<file path="src/rtl/bvr_pkg.sv">
// ----------------------------------------------------------------------------
// bvr_pkg
// shared types, codes and widths of the bounding volume relation block
// ----------------------------------------------------------------------------
package bvr_pkg;

    // number format of one coordinate or radius (signed, 6 fraction bits at 16)
    localparam int COORD_WIDTH = 16;
    localparam int WORD_WIDTH  = 48;
    localparam int OP_WIDTH    = 3;
    localparam int REL_WIDTH   = 2;
    localparam int AXES        = 3;

    // entries of the queue between front and back
    localparam int QUEUE_DEPTH = 2;
    localparam int QPTR_WIDTH  = (QUEUE_DEPTH > 1) ? $clog2(QUEUE_DEPTH) : 1;
    localparam int QCNT_WIDTH  = $clog2(QUEUE_DEPTH + 1);

    typedef logic [OP_WIDTH-1:0]            op_t;
    typedef logic [WORD_WIDTH-1:0]          word_t;
    typedef logic [REL_WIDTH-1:0]           rel_t;
    typedef logic signed [COORD_WIDTH-1:0]  coord_t;
    typedef logic signed [COORD_WIDTH:0]    diff_t;
    typedef logic [2*COORD_WIDTH:0]         square_t;
    typedef logic [2*COORD_WIDTH+2:0]       dist_t;
    typedef logic [QCNT_WIDTH-1:0]          qcnt_t;

    // pair types
    localparam op_t OP_SPHERE_SPHERE = 3'd0;
    localparam op_t OP_SPHERE_BOX    = 3'd1;
    localparam op_t OP_BOX_SPHERE    = 3'd2;
    localparam op_t OP_BOX_BOX       = 3'd3;

    // relation codes
    localparam rel_t REL_SEPARATE     = 2'd0;
    localparam rel_t REL_ADJACENT     = 2'd1;
    localparam rel_t REL_INTERSECTING = 2'd2;
    localparam rel_t REL_UNUSED       = 2'd3;

    // classified item handed from front to back
    typedef struct packed {
        logic               is_ss;
        diff_t [AXES-1:0]   d;
        diff_t              rs;
        rel_t               rel;
    } item_t;

    // queue status seen by the top level
    typedef struct packed {
        qcnt_t  level;
        logic   full;
        logic   empty;
    } qstat_t;

endpackage

</file>
<file path="src/rtl/bvr_if.sv">
// ----------------------------------------------------------------------------
// bvr_req_if / bvr_rsp_if
// valid/ready channels for region pairs and their relation
// ----------------------------------------------------------------------------
interface bvr_req_if;
    import bvr_pkg::*;

    logic   valid;
    logic   ready;
    op_t    operation;
    word_t  first_a;
    word_t  second_a;
    word_t  first_b;
    word_t  second_b;

    modport source (
        output valid, operation, first_a, second_a, first_b, second_b,
        input  ready
    );
    modport sink (
        input  valid, operation, first_a, second_a, first_b, second_b,
        output ready
    );
endinterface

interface bvr_rsp_if;
    import bvr_pkg::*;

    logic   valid;
    logic   ready;
    rel_t   relation;

    modport source (
        output valid, relation,
        input  ready
    );
    modport sink (
        input  valid, relation,
        output ready
    );
endinterface

</file>
<file path="src/rtl/bounding_volume_relation.sv">
// ----------------------------------------------------------------------------
// bounding_volume_relation
// separate / adjacent / intersecting test between two spheres or boxes
// ----------------------------------------------------------------------------
// One region pair per transfer, one relation per pair, in order. The block
// takes a new pair every cycle and gives one result every cycle when the
// response side is ready; each pair passes through the input register, a
// queue entry, the squaring stage and the result register. The front
// registers the pair, puts box corners in order and
// settles sphere-box and box-box pairs per axis; sphere-sphere pairs leave
// the front as center differences and a radius sum. A two-entry queue sits
// between front and back, so the request side keeps flowing for a while
// when the response side stalls. The back squares the sphere terms (four
// 17x17 multipliers at the default coordinate width), then compares the
// squared distance with the squared radius sum into the result register.
// Coordinates are signed fixed point of COORD_WIDTH bits (Q10.6 at 16),
// packed x,y,z from bit 0; a sphere radius sits in the low coordinate slot.
// Operation codes 4 to 7 mean a region is absent and give separate. There
// is no configuration and no state beyond the pipeline registers and queue.
// ----------------------------------------------------------------------------
module bounding_volume_relation (
    input  logic        clk,
    input  logic        rst_n,
    bvr_req_if.sink     req,
    bvr_rsp_if.source   rsp
);
    import bvr_pkg::*;

    // front to queue
    logic   f_valid;
    logic   f_ready;
    item_t  f_item;

    // queue to back
    logic   b_valid;
    logic   b_ready;
    item_t  b_item;

    qstat_t qstat;

    // accept and classify
    bvr_front u_front (
        .clk     (clk),
        .rst_n   (rst_n),
        .req     (req),
        .q_valid (f_valid),
        .q_ready (f_ready),
        .q_item  (f_item)
    );

    // decouples the two sides
    bvr_queue u_queue (
        .clk      (clk),
        .rst_n    (rst_n),
        .wr_valid (f_valid),
        .wr_ready (f_ready),
        .wr_item  (f_item),
        .rd_valid (b_valid),
        .rd_ready (b_ready),
        .rd_item  (b_item),
        .stat     (qstat)
    );

    // squaring, compare and result register
    bvr_back u_back (
        .clk     (clk),
        .rst_n   (rst_n),
        .q_valid (b_valid),
        .q_ready (b_ready),
        .q_item  (b_item),
        .rsp     (rsp)
    );

    // never more entries than the queue holds
    a_queue_bound: assert property (@(posedge clk) disable iff (!rst_n)
        qstat.level <= qcnt_t'(QUEUE_DEPTH))
        else $error("queue level beyond depth");

    // the back sees an item exactly when the queue holds one
    a_queue_head: assert property (@(posedge clk) disable iff (!rst_n)
        b_valid == (qstat.level != '0))
        else $error("queue head valid disagrees with level");

    // a full queue refuses the front, so a held front item stays
    a_front_hold: assert property (@(posedge clk) disable iff (!rst_n)
        (f_valid && qstat.full) |=> f_valid)
        else $error("front item dropped while queue full");

    // the unused relation code never goes out
    a_rel_code: assert property (@(posedge clk) disable iff (!rst_n)
        rsp.valid |-> rsp.relation != REL_UNUSED)
        else $error("unused relation code on response");

endmodule

</file>
<file path="src/rtl/bvr_front.sv">
// ----------------------------------------------------------------------------
// bvr_front
// takes a region pair, orders box corners and classifies per axis
// ----------------------------------------------------------------------------
module bvr_front (
    input  logic            clk,
    input  logic            rst_n,
    bvr_req_if.sink         req,
    output logic            q_valid,
    input  logic            q_ready,
    output bvr_pkg::item_t  q_item
);
    import bvr_pkg::*;

    typedef logic [AXES*COORD_WIDTH-1:0]   packed_t;
    typedef logic signed [COORD_WIDTH+1:0] wide_t;

    logic   valid_reg;
    logic   valid_next;
    op_t    op_reg;
    word_t  fa_reg;
    word_t  sa_reg;
    word_t  fb_reg;
    word_t  sb_reg;
    logic   take;
    item_t  item;

    // coordinate k of a packed word, missing high bits read as zero
    function automatic coord_t get_coord(word_t w, int k);
        packed_t wide;
        wide = packed_t'(w);
        return coord_t'(wide[k*COORD_WIDTH +: COORD_WIDTH]);
    endfunction

    function automatic rel_t combine(rel_t r0, rel_t r1, rel_t r2);
        rel_t res;
        if (r0 == REL_SEPARATE || r1 == REL_SEPARATE || r2 == REL_SEPARATE)
            res = REL_SEPARATE;
        else if (r0 == REL_ADJACENT || r1 == REL_ADJACENT || r2 == REL_ADJACENT)
            res = REL_ADJACENT;
        else
            res = REL_INTERSECTING;
        return res;
    endfunction

    // center against box grown by the radius on one axis
    function automatic rel_t sb_axis(coord_t p, coord_t b1, coord_t b2, coord_t r);
        coord_t mn;
        coord_t mx;
        wide_t  lo;
        wide_t  hi;
        wide_t  pe;
        rel_t   res;
        mn = (b1 < b2) ? b1 : b2;
        mx = (b1 < b2) ? b2 : b1;
        lo = wide_t'(mn) - wide_t'(r);
        hi = wide_t'(mx) + wide_t'(r);
        pe = wide_t'(p);
        if (pe > lo) begin
            if (pe > hi)
                res = REL_SEPARATE;
            else if (pe < hi)
                res = REL_INTERSECTING;
            else
                res = REL_ADJACENT;
        end
        else if (pe < lo)
            res = REL_SEPARATE;
        else
            res = REL_ADJACENT;
        return res;
    endfunction

    // interval overlap on one axis
    function automatic rel_t bb_axis(coord_t a1, coord_t a2, coord_t b1, coord_t b2);
        coord_t alo;
        coord_t ahi;
        coord_t blo;
        coord_t bhi;
        rel_t   res;
        alo = (a1 < a2) ? a1 : a2;
        ahi = (a1 < a2) ? a2 : a1;
        blo = (b1 < b2) ? b1 : b2;
        bhi = (b1 < b2) ? b2 : b1;
        if (ahi < blo || bhi < alo)
            res = REL_SEPARATE;
        else if (ahi == blo || bhi == alo)
            res = REL_ADJACENT;
        else
            res = REL_INTERSECTING;
        return res;
    endfunction

    function automatic rel_t sphere_box(word_t c, word_t r, word_t bmin, word_t bmax);
        rel_t ax [AXES];
        for (int k = 0; k < AXES; k++)
            ax[k] = sb_axis(get_coord(c, k), get_coord(bmin, k), get_coord(bmax, k),
                            get_coord(r, 0));
        return combine(ax[0], ax[1], ax[2]);
    endfunction

    function automatic rel_t box_box(word_t amin, word_t amax, word_t bmin, word_t bmax);
        rel_t ax [AXES];
        for (int k = 0; k < AXES; k++)
            ax[k] = bb_axis(get_coord(amin, k), get_coord(amax, k),
                            get_coord(bmin, k), get_coord(bmax, k));
        return combine(ax[0], ax[1], ax[2]);
    endfunction

    assign req.ready = !valid_reg || q_ready;
    assign take      = req.valid && req.ready;

    always_comb
    begin
        valid_next = valid_reg;
        if (take)
            valid_next = 1'b1;
        else if (q_ready)
            valid_next = 1'b0;
    end

    always_ff @(posedge clk or negedge rst_n)
    begin
        if (!rst_n)
            valid_reg <= 1'b0;
        else
            valid_reg <= valid_next;
    end

    always_ff @(posedge clk)
    begin
        if (take)
        begin
            op_reg <= req.operation;
            fa_reg <= req.first_a;
            sa_reg <= req.second_a;
            fb_reg <= req.first_b;
            sb_reg <= req.second_b;
        end
    end

    always_comb
    begin
        item.is_ss = 1'b0;
        item.d     = '0;
        item.rs    = '0;
        item.rel   = REL_SEPARATE;
        case (op_reg)
            OP_SPHERE_SPHERE:
            begin
                item.is_ss = 1'b1;
                for (int k = 0; k < AXES; k++)
                    item.d[k] = diff_t'(get_coord(fa_reg, k)) - diff_t'(get_coord(fb_reg, k));
                item.rs = diff_t'(get_coord(sa_reg, 0)) + diff_t'(get_coord(sb_reg, 0));
            end
            OP_SPHERE_BOX: item.rel = sphere_box(fa_reg, sa_reg, fb_reg, sb_reg);
            OP_BOX_SPHERE: item.rel = sphere_box(fb_reg, sb_reg, fa_reg, sa_reg);
            OP_BOX_BOX:    item.rel = box_box(fa_reg, sa_reg, fb_reg, sb_reg);
            default:       item.rel = REL_SEPARATE;
        endcase
    end

    assign q_valid = valid_reg;
    assign q_item  = item;

endmodule

</file>
<file path="src/rtl/bvr_queue.sv">
// ----------------------------------------------------------------------------
// bvr_queue
// short fifo of classified items between front and back
// ----------------------------------------------------------------------------
module bvr_queue (
    input  logic            clk,
    input  logic            rst_n,
    input  logic            wr_valid,
    output logic            wr_ready,
    input  bvr_pkg::item_t  wr_item,
    output logic            rd_valid,
    input  logic            rd_ready,
    output bvr_pkg::item_t  rd_item,
    output bvr_pkg::qstat_t stat
);
    import bvr_pkg::*;

    typedef logic [QPTR_WIDTH-1:0] ptr_t;

    item_t  mem [QUEUE_DEPTH];
    ptr_t   wr_ptr_reg;
    ptr_t   wr_ptr_next;
    ptr_t   rd_ptr_reg;
    ptr_t   rd_ptr_next;
    qcnt_t  count_reg;
    qcnt_t  count_next;
    logic   push;
    logic   pop;

    function automatic ptr_t bump(ptr_t p);
        ptr_t res;
        if (p == ptr_t'(QUEUE_DEPTH - 1))
            res = '0;
        else
            res = p + ptr_t'(1);
        return res;
    endfunction

    assign wr_ready = (count_reg != qcnt_t'(QUEUE_DEPTH));
    assign rd_valid = (count_reg != '0);
    assign push     = wr_valid && wr_ready;
    assign pop      = rd_valid && rd_ready;
    assign rd_item  = mem[rd_ptr_reg];

    always_comb
    begin
        wr_ptr_next = push ? bump(wr_ptr_reg) : wr_ptr_reg;
        rd_ptr_next = pop ? bump(rd_ptr_reg) : rd_ptr_reg;
        count_next  = count_reg;
        if (push && !pop)
            count_next = count_reg + qcnt_t'(1);
        else if (pop && !push)
            count_next = count_reg - qcnt_t'(1);
    end

    always_ff @(posedge clk or negedge rst_n)
    begin
        if (!rst_n)
        begin
            wr_ptr_reg <= '0;
            rd_ptr_reg <= '0;
            count_reg  <= '0;
        end
        else
        begin
            wr_ptr_reg <= wr_ptr_next;
            rd_ptr_reg <= rd_ptr_next;
            count_reg  <= count_next;
        end
    end

    always_ff @(posedge clk)
    begin
        if (push)
            mem[wr_ptr_reg] <= wr_item;
    end

    assign stat.level = count_reg;
    assign stat.full  = !wr_ready;
    assign stat.empty = !rd_valid;

endmodule

</file>
<file path="src/rtl/bvr_back.sv">
// ----------------------------------------------------------------------------
// bvr_back
// squares the sphere terms, compares distances and holds the result
// ----------------------------------------------------------------------------
module bvr_back (
    input  logic            clk,
    input  logic            rst_n,
    input  logic            q_valid,
    output logic            q_ready,
    input  bvr_pkg::item_t  q_item,
    bvr_rsp_if.source       rsp
);
    import bvr_pkg::*;

    typedef logic signed [2*COORD_WIDTH+1:0] prod_t;

    logic       s1_valid_reg;
    logic       s1_valid_next;
    logic       s1_is_ss_reg;
    rel_t       s1_rel_reg;
    square_t    s1_sq_reg [AXES];
    square_t    s1_rsq_reg;
    logic       out_valid_reg;
    logic       out_valid_next;
    rel_t       out_rel_reg;
    rel_t       out_rel_next;
    logic       adv1;
    logic       adv2;
    prod_t      prod [AXES];
    prod_t      rprod;
    dist_t      dist_sum;
    dist_t      rsq;

    assign adv2    = !out_valid_reg || rsp.ready;
    assign adv1    = !s1_valid_reg || adv2;
    assign q_ready = adv1;

    always_comb
    begin
        for (int k = 0; k < AXES; k++)
            prod[k] = $signed(q_item.d[k]) * $signed(q_item.d[k]);
        rprod = $signed(q_item.rs) * $signed(q_item.rs);
    end

    always_comb
    begin
        s1_valid_next  = adv1 ? q_valid : s1_valid_reg;
        out_valid_next = adv2 ? s1_valid_reg : out_valid_reg;
    end

    always_ff @(posedge clk or negedge rst_n)
    begin
        if (!rst_n)
        begin
            s1_valid_reg  <= 1'b0;
            out_valid_reg <= 1'b0;
        end
        else
        begin
            s1_valid_reg  <= s1_valid_next;
            out_valid_reg <= out_valid_next;
        end
    end

    always_ff @(posedge clk)
    begin
        if (adv1)
        begin
            s1_is_ss_reg <= q_item.is_ss;
            s1_rel_reg   <= q_item.rel;
            for (int k = 0; k < AXES; k++)
                s1_sq_reg[k] <= prod[k][2*COORD_WIDTH:0];
            s1_rsq_reg <= rprod[2*COORD_WIDTH:0];
        end
    end

    // squared center distance against squared radius sum
    always_comb
    begin
        dist_sum = dist_t'(s1_sq_reg[0]) + dist_t'(s1_sq_reg[1]) + dist_t'(s1_sq_reg[2]);
        rsq      = dist_t'(s1_rsq_reg);
        if (!s1_is_ss_reg)
            out_rel_next = s1_rel_reg;
        else if (dist_sum < rsq)
            out_rel_next = REL_INTERSECTING;
        else if (dist_sum > rsq)
            out_rel_next = REL_SEPARATE;
        else
            out_rel_next = REL_ADJACENT;
    end

    always_ff @(posedge clk)
    begin
        if (adv2)
            out_rel_reg <= out_rel_next;
    end

    assign rsp.valid    = out_valid_reg;
    assign rsp.relation = out_rel_reg;

endmodule

</file>
<file path="src/flat_wrapper.sv">
// flat-port wrapper written by rule: the top's interface ports become plain ports
module bounding_volume_relation_flat import bvr_pkg::*;
  (clk, rst_n, req_valid, req_operation, req_first_a, req_second_a, req_first_b, req_second_b, req_ready, rsp_valid, rsp_relation, rsp_ready);
  bvr_req_if req_i ();
  bvr_rsp_if rsp_i ();
  input  logic clk;
  input  logic rst_n;
  input wire logic [$bits(req_i.valid)-1:0] req_valid;
  input wire logic [$bits(req_i.operation)-1:0] req_operation;
  input wire logic [$bits(req_i.first_a)-1:0] req_first_a;
  input wire logic [$bits(req_i.second_a)-1:0] req_second_a;
  input wire logic [$bits(req_i.first_b)-1:0] req_first_b;
  input wire logic [$bits(req_i.second_b)-1:0] req_second_b;
  output wire logic [$bits(req_i.ready)-1:0] req_ready;
  output wire logic [$bits(rsp_i.valid)-1:0] rsp_valid;
  output wire logic [$bits(rsp_i.relation)-1:0] rsp_relation;
  input wire logic [$bits(rsp_i.ready)-1:0] rsp_ready;
  assign req_i.valid = req_valid;
  assign req_i.operation = req_operation;
  assign req_i.first_a = req_first_a;
  assign req_i.second_a = req_second_a;
  assign req_i.first_b = req_first_b;
  assign req_i.second_b = req_second_b;
  assign req_ready = req_i.ready;
  assign rsp_valid = rsp_i.valid;
  assign rsp_relation = rsp_i.relation;
  assign rsp_i.ready = rsp_ready;
  bounding_volume_relation u_core (.clk(clk), .rst_n(rst_n), .req(req_i), .rsp(rsp_i));
endmodule
</file>
<file path="config.mk">
export PLATFORM = sky130hd
export DESIGN_NAME = bounding_volume_relation_flat
export DESIGN_NICKNAME = d
export VERILOG_FILES = /design/src/rtl/bvr_pkg.sv /design/src/rtl/bvr_if.sv /design/src/rtl/bounding_volume_relation.sv /design/src/rtl/bvr_front.sv /design/src/rtl/bvr_queue.sv /design/src/rtl/bvr_back.sv /design/src/flat_wrapper.sv
export SDC_FILE = /design/constraint.sdc
export NUM_CORES = 2
export LEC_CHECK = 0
export ABC_AREA = 1
export BUFFER_PORTS_ARGS = -buffer_cell sky130_fd_sc_hd__buf_2
export CAP_MARGIN = 20
export CORE_MARGIN = 2
export CORE_UTILIZATION = 40
export DETAILED_ROUTE_END_ITERATION = 10
export PLACE_DENSITY_LB_ADDON = 0.12
export SYNTH_ARGS = -nofsm -noshare
export SYNTH_HDL_FRONTEND = slang
export SYNTH_SLANG_ARGS = --single-unit
export TNS_END_PERCENT = 1
</file>
<file path="constraint.sdc">
create_clock -name clk -period 9.3 [get_ports clk]
set_clock_uncertainty 0.05 [all_clocks]
set_input_delay 1.86 -clock clk [delete_from_list [all_inputs] [get_ports clk]]
set_output_delay 1.86 -clock clk [all_outputs]
set_load 0.01 [all_outputs]
</file>
==> flow_summary.json <==
{
  "vias_per_cell": 5.16,
  "cts_tree": "done",
  "arrival_ns": 8.38,
  "ys.warnings.count": 0,
  "nFillCells": 20000,
  "clk_path_buf_depth": 3,
  "rsz0062_at_grt": "no",
  "yosys.area.top_type": "fa_1",
  "wl_per_cell_um": 21.4,
  "wl_mm": 268,
  "ioPinCount": 203,
  "die_area_sq_um": 206000,
  "cap_violations": 0,
  "relSlewSlack_pct": 25.3,
  "tns_ns": 0,
  "slowest_stage": "clkinv_1",
  "ant_nets": 0,
  "post_cts_buffers": 0,
  "post_cts_resized": 0,
  "grt_use_total_pct": 26.2,
  "setup-violations-final": 0,
  "area_delta_synth_final_pct": 8.19,
  "worst-path-max-fanout": 28,
  "core-area_sq_um": 202000,
  "largest_reg_flops": 142,
  "fin_crit_sh_pct": 85.9,
  "drtIter0Drc": 4006,
  "grt_max_degree": 124,
  "cts_hold_buffers": 0,
  "path_common_cell": "fa_1",
  "critical_path_class": "flop to flop",
  "cp.buffers_inverters": 4,
  "dp_hpwl_mm": 227,
  "path_cells": "inv_2 > or2_2 > o21a_1 > clkinv_1 > nor2_1 > fa_1 > fa_1 > inv_1 > fa_1 > fa_1 > fa_1 > fa_1 > inv_1 > ha_1 > nand2_1 > nor4_1 > nand2_1 > o211ai_1 > a21oi_1 > xnor2_1",
  "portBuffers": 202,
  "synth-main-ff-cell": "edfxtp_1",
  "ys_seq_elements": 477,
  "crit_family": "adder cells",
  "cts-htree-levels": 2,
  "dieHeight_um": 454,
  "yosysUniqueCellTypes": 60,
  "grt-ovfl-total": 0,
  "grt_pass1_wl_mm": 405,
  "clk_pin_slew_worst_paths_ns": 0.06,
  "drc": 0,
  "synth_area_leaders": "fa_1 (27%), edfxtp_1 (17%), ha_1 (16%)",
  "slowest_delay_ns": 0.63,
  "yosysTopAreaCellShare_pct": 27.4,
  "min_path_type": "flop to flop",
  "hold_viol": 0,
  "netlist_area_sq_um": 81000,
  "gp_congestion": 0.961,
  "drive_gt1_share_pct": 5.92,
  "yosysSeqAreaShare_pct": 17.6,
  "cts_sinks": 477,
  "synth_edf_count": 470,
  "start_util_pct": 40.1,
  "clk_latency_ns": 0.71,
  "syn-mean-instance-area_sq_um": 8.51,
  "synth_most_common_cell": "inv_1",
  "worstMarginPinSlew_ns": 1.11,
  "rows": 165,
  "fmax_mhz": 125,
  "drv_slew": 0,
  "via_count": 64500,
  "fin_crit_ns": 7.99,
  "cts-root-buf": "clkbuf_16",
  "async_flop_share_pct": 1.47,
  "status": "complete, no violations",
  "critPathLaunchType": "flop",
  "syn_inst": 9517,
  "crit_required_ns": 9.69,
  "synthTopCellsByCount": "inv_1 (2054), nand2_1 (1473), fa_1 (1110), ha_1 (1025), nor2_1 (827)",
  "die_width_um": 454,
  "crit_path_end_kind": "flop",
  "cts-buffers-inserted": 58,
  "antenna_found_initial": 1,
  "finalNetCount": 12100,
  "first_pass_iters": 7,
  "grt_pass1_vias": 67000
}
routing by layer:
metal	GRT usage (%)	routed length, um	vias up
met4	10.6	12800	2
li1	-	-	30800
met5	0	11	-
met2	45.6	131000	1595
met1	33.2	112000	31700
met3	2.59	11600	410
final timing paths:
| kind | startpoint | end | slack [ns] | depth (start not counted) |
|---|---|---|---|---|
| max reg2reg | u_core.u_queue.rd_ptr_reg$_DFFE_PN0P_ | u_core.u_back.s1_sq_reg[0][98]$_DFFE_PN_ | 1.31 | 20 |
| min reg2reg | u_core.u_queue.mem[0][1]$_DFFE_PP_ | u_core.u_back.s1_rel_reg[1]$_DFFE_PN_ | 0.46 | 2 |
| max in group asynchronous | rst_n | u_core.u_queue.rd_ptr_reg$_DFFE_PN0P_ | 8.10 | 1 |
| max | u_core.u_queue.rd_ptr_reg$_DFFE_PN0P_ | u_core.u_back.s1_sq_reg[0][98]$_DFFE_PN_ | 1.31 | 20 |
| min in group asynchronous | rst_n | u_core.u_queue.wr_ptr_reg$_DFFE_PN0P_ | 0.92 | 1 |
| min | u_core.u_queue.mem[0][1]$_DFFE_PP_ | u_core.u_back.s1_rel_reg[1]$_DFFE_PN_ | 0.46 | 2 |
cell type report:
cell class              instances  area [sq um]  area share (%)
multi-input cells            6831         58200            66.4
clock buffers                  68          1510            1.72
diodes                          2          5.00         0.00571
clock inverters                41           442           0.504
well taps                    2672          3340            3.82
repair buffers                336          2040            2.33
flip-flops and latches        477         14300            16.3
inverters                    2065          7760            8.86
kinds of logic after synthesis:
group / after synthesis / share of synthesized area, %
and+or+nand+nor: 2910 / 14.8
buffers and inverters: 2210 / 10.5
adders and majority gates: 2135 / 43.3
AOI/OAI and AO/OA: 1419 / 9.78
DFF: 477 / 17.6
xor gates and xnor gates: 364 / 3.98
other: 2 / 0.00928
worst min-delay path, stage by stage (launching register included):
cell	delay, ns
edfxtp_1	0.32
nand2_1	0.05
nand2_1	0.04
metrics by stage:
stage | setup slack, ns | area [sq um] | hold slack, ns | instances | util [%]
final | 1.31 | 87600 | 0.459 | 12500 | 43.4
after global routing | 0.715 | 87600 | 0.469 | 12500 | 43.4
after CTS | 1.26 | 87600 | 0.445 | 12500 | 43.4
after detailed placement | 1.30 | 85600 | 0.453 | 12400 | 42.5
after global placement | 1.22 | 85600 | 0.446 | 12400 | 42.5
after floorplan | 2.27 | 81000 | 0.385 | 9518 | -
placed cells by master (no fill, tap or decap), types with 8 or more instances in the layout:
cell | Yosys | routed
o211ai_1 | 12 | 12
o31ai_1 | 26 | 26
or2_2 | 56 | 56
a21oi_1 | 663 | 663
a22oi_1 | 12 | 12
o21bai_1 | 26 | 26
clkbuf_16 | 0 | 58
nor4_1 | 23 | 23
nand2_1 | 1473 | 1472
inv_1 | 2054 | 2053
nor2_1 | 827 | 825
a21boi_0 | 18 | 18
inv_2 | 9 | 9
o21ai_0 | 391 | 378
o21ai_1 | 81 | 94
buf_4 | 13 | 131
o2111ai_1 | 8 | 8
ha_1 | 1025 | 1025
clkinv_1 | 2 | 9
xor2_1 | 240 | 240
clkbuf_1 | 54 | 8
buf_2 | 63 | 203
fa_1 | 1110 | 1110
nand3_1 | 309 | 308
o21ai_2 | 55 | 55
clkinv_2 | 0 | 11
a21o_1 | 45 | 45
o21a_1 | 28 | 28
nand2_2 | 9 | 10
nand4_1 | 73 | 73
nor3_1 | 118 | 115
edfxtp_1 | 470 | 470
a211oi_1 | 15 | 15
a31oi_1 | 16 | 16
xnor2_1 | 121 | 121
Power is left out: the tool's default activity adds up to more than one toggle a clock period on the data nets, which glitch-free logic cannot reach.
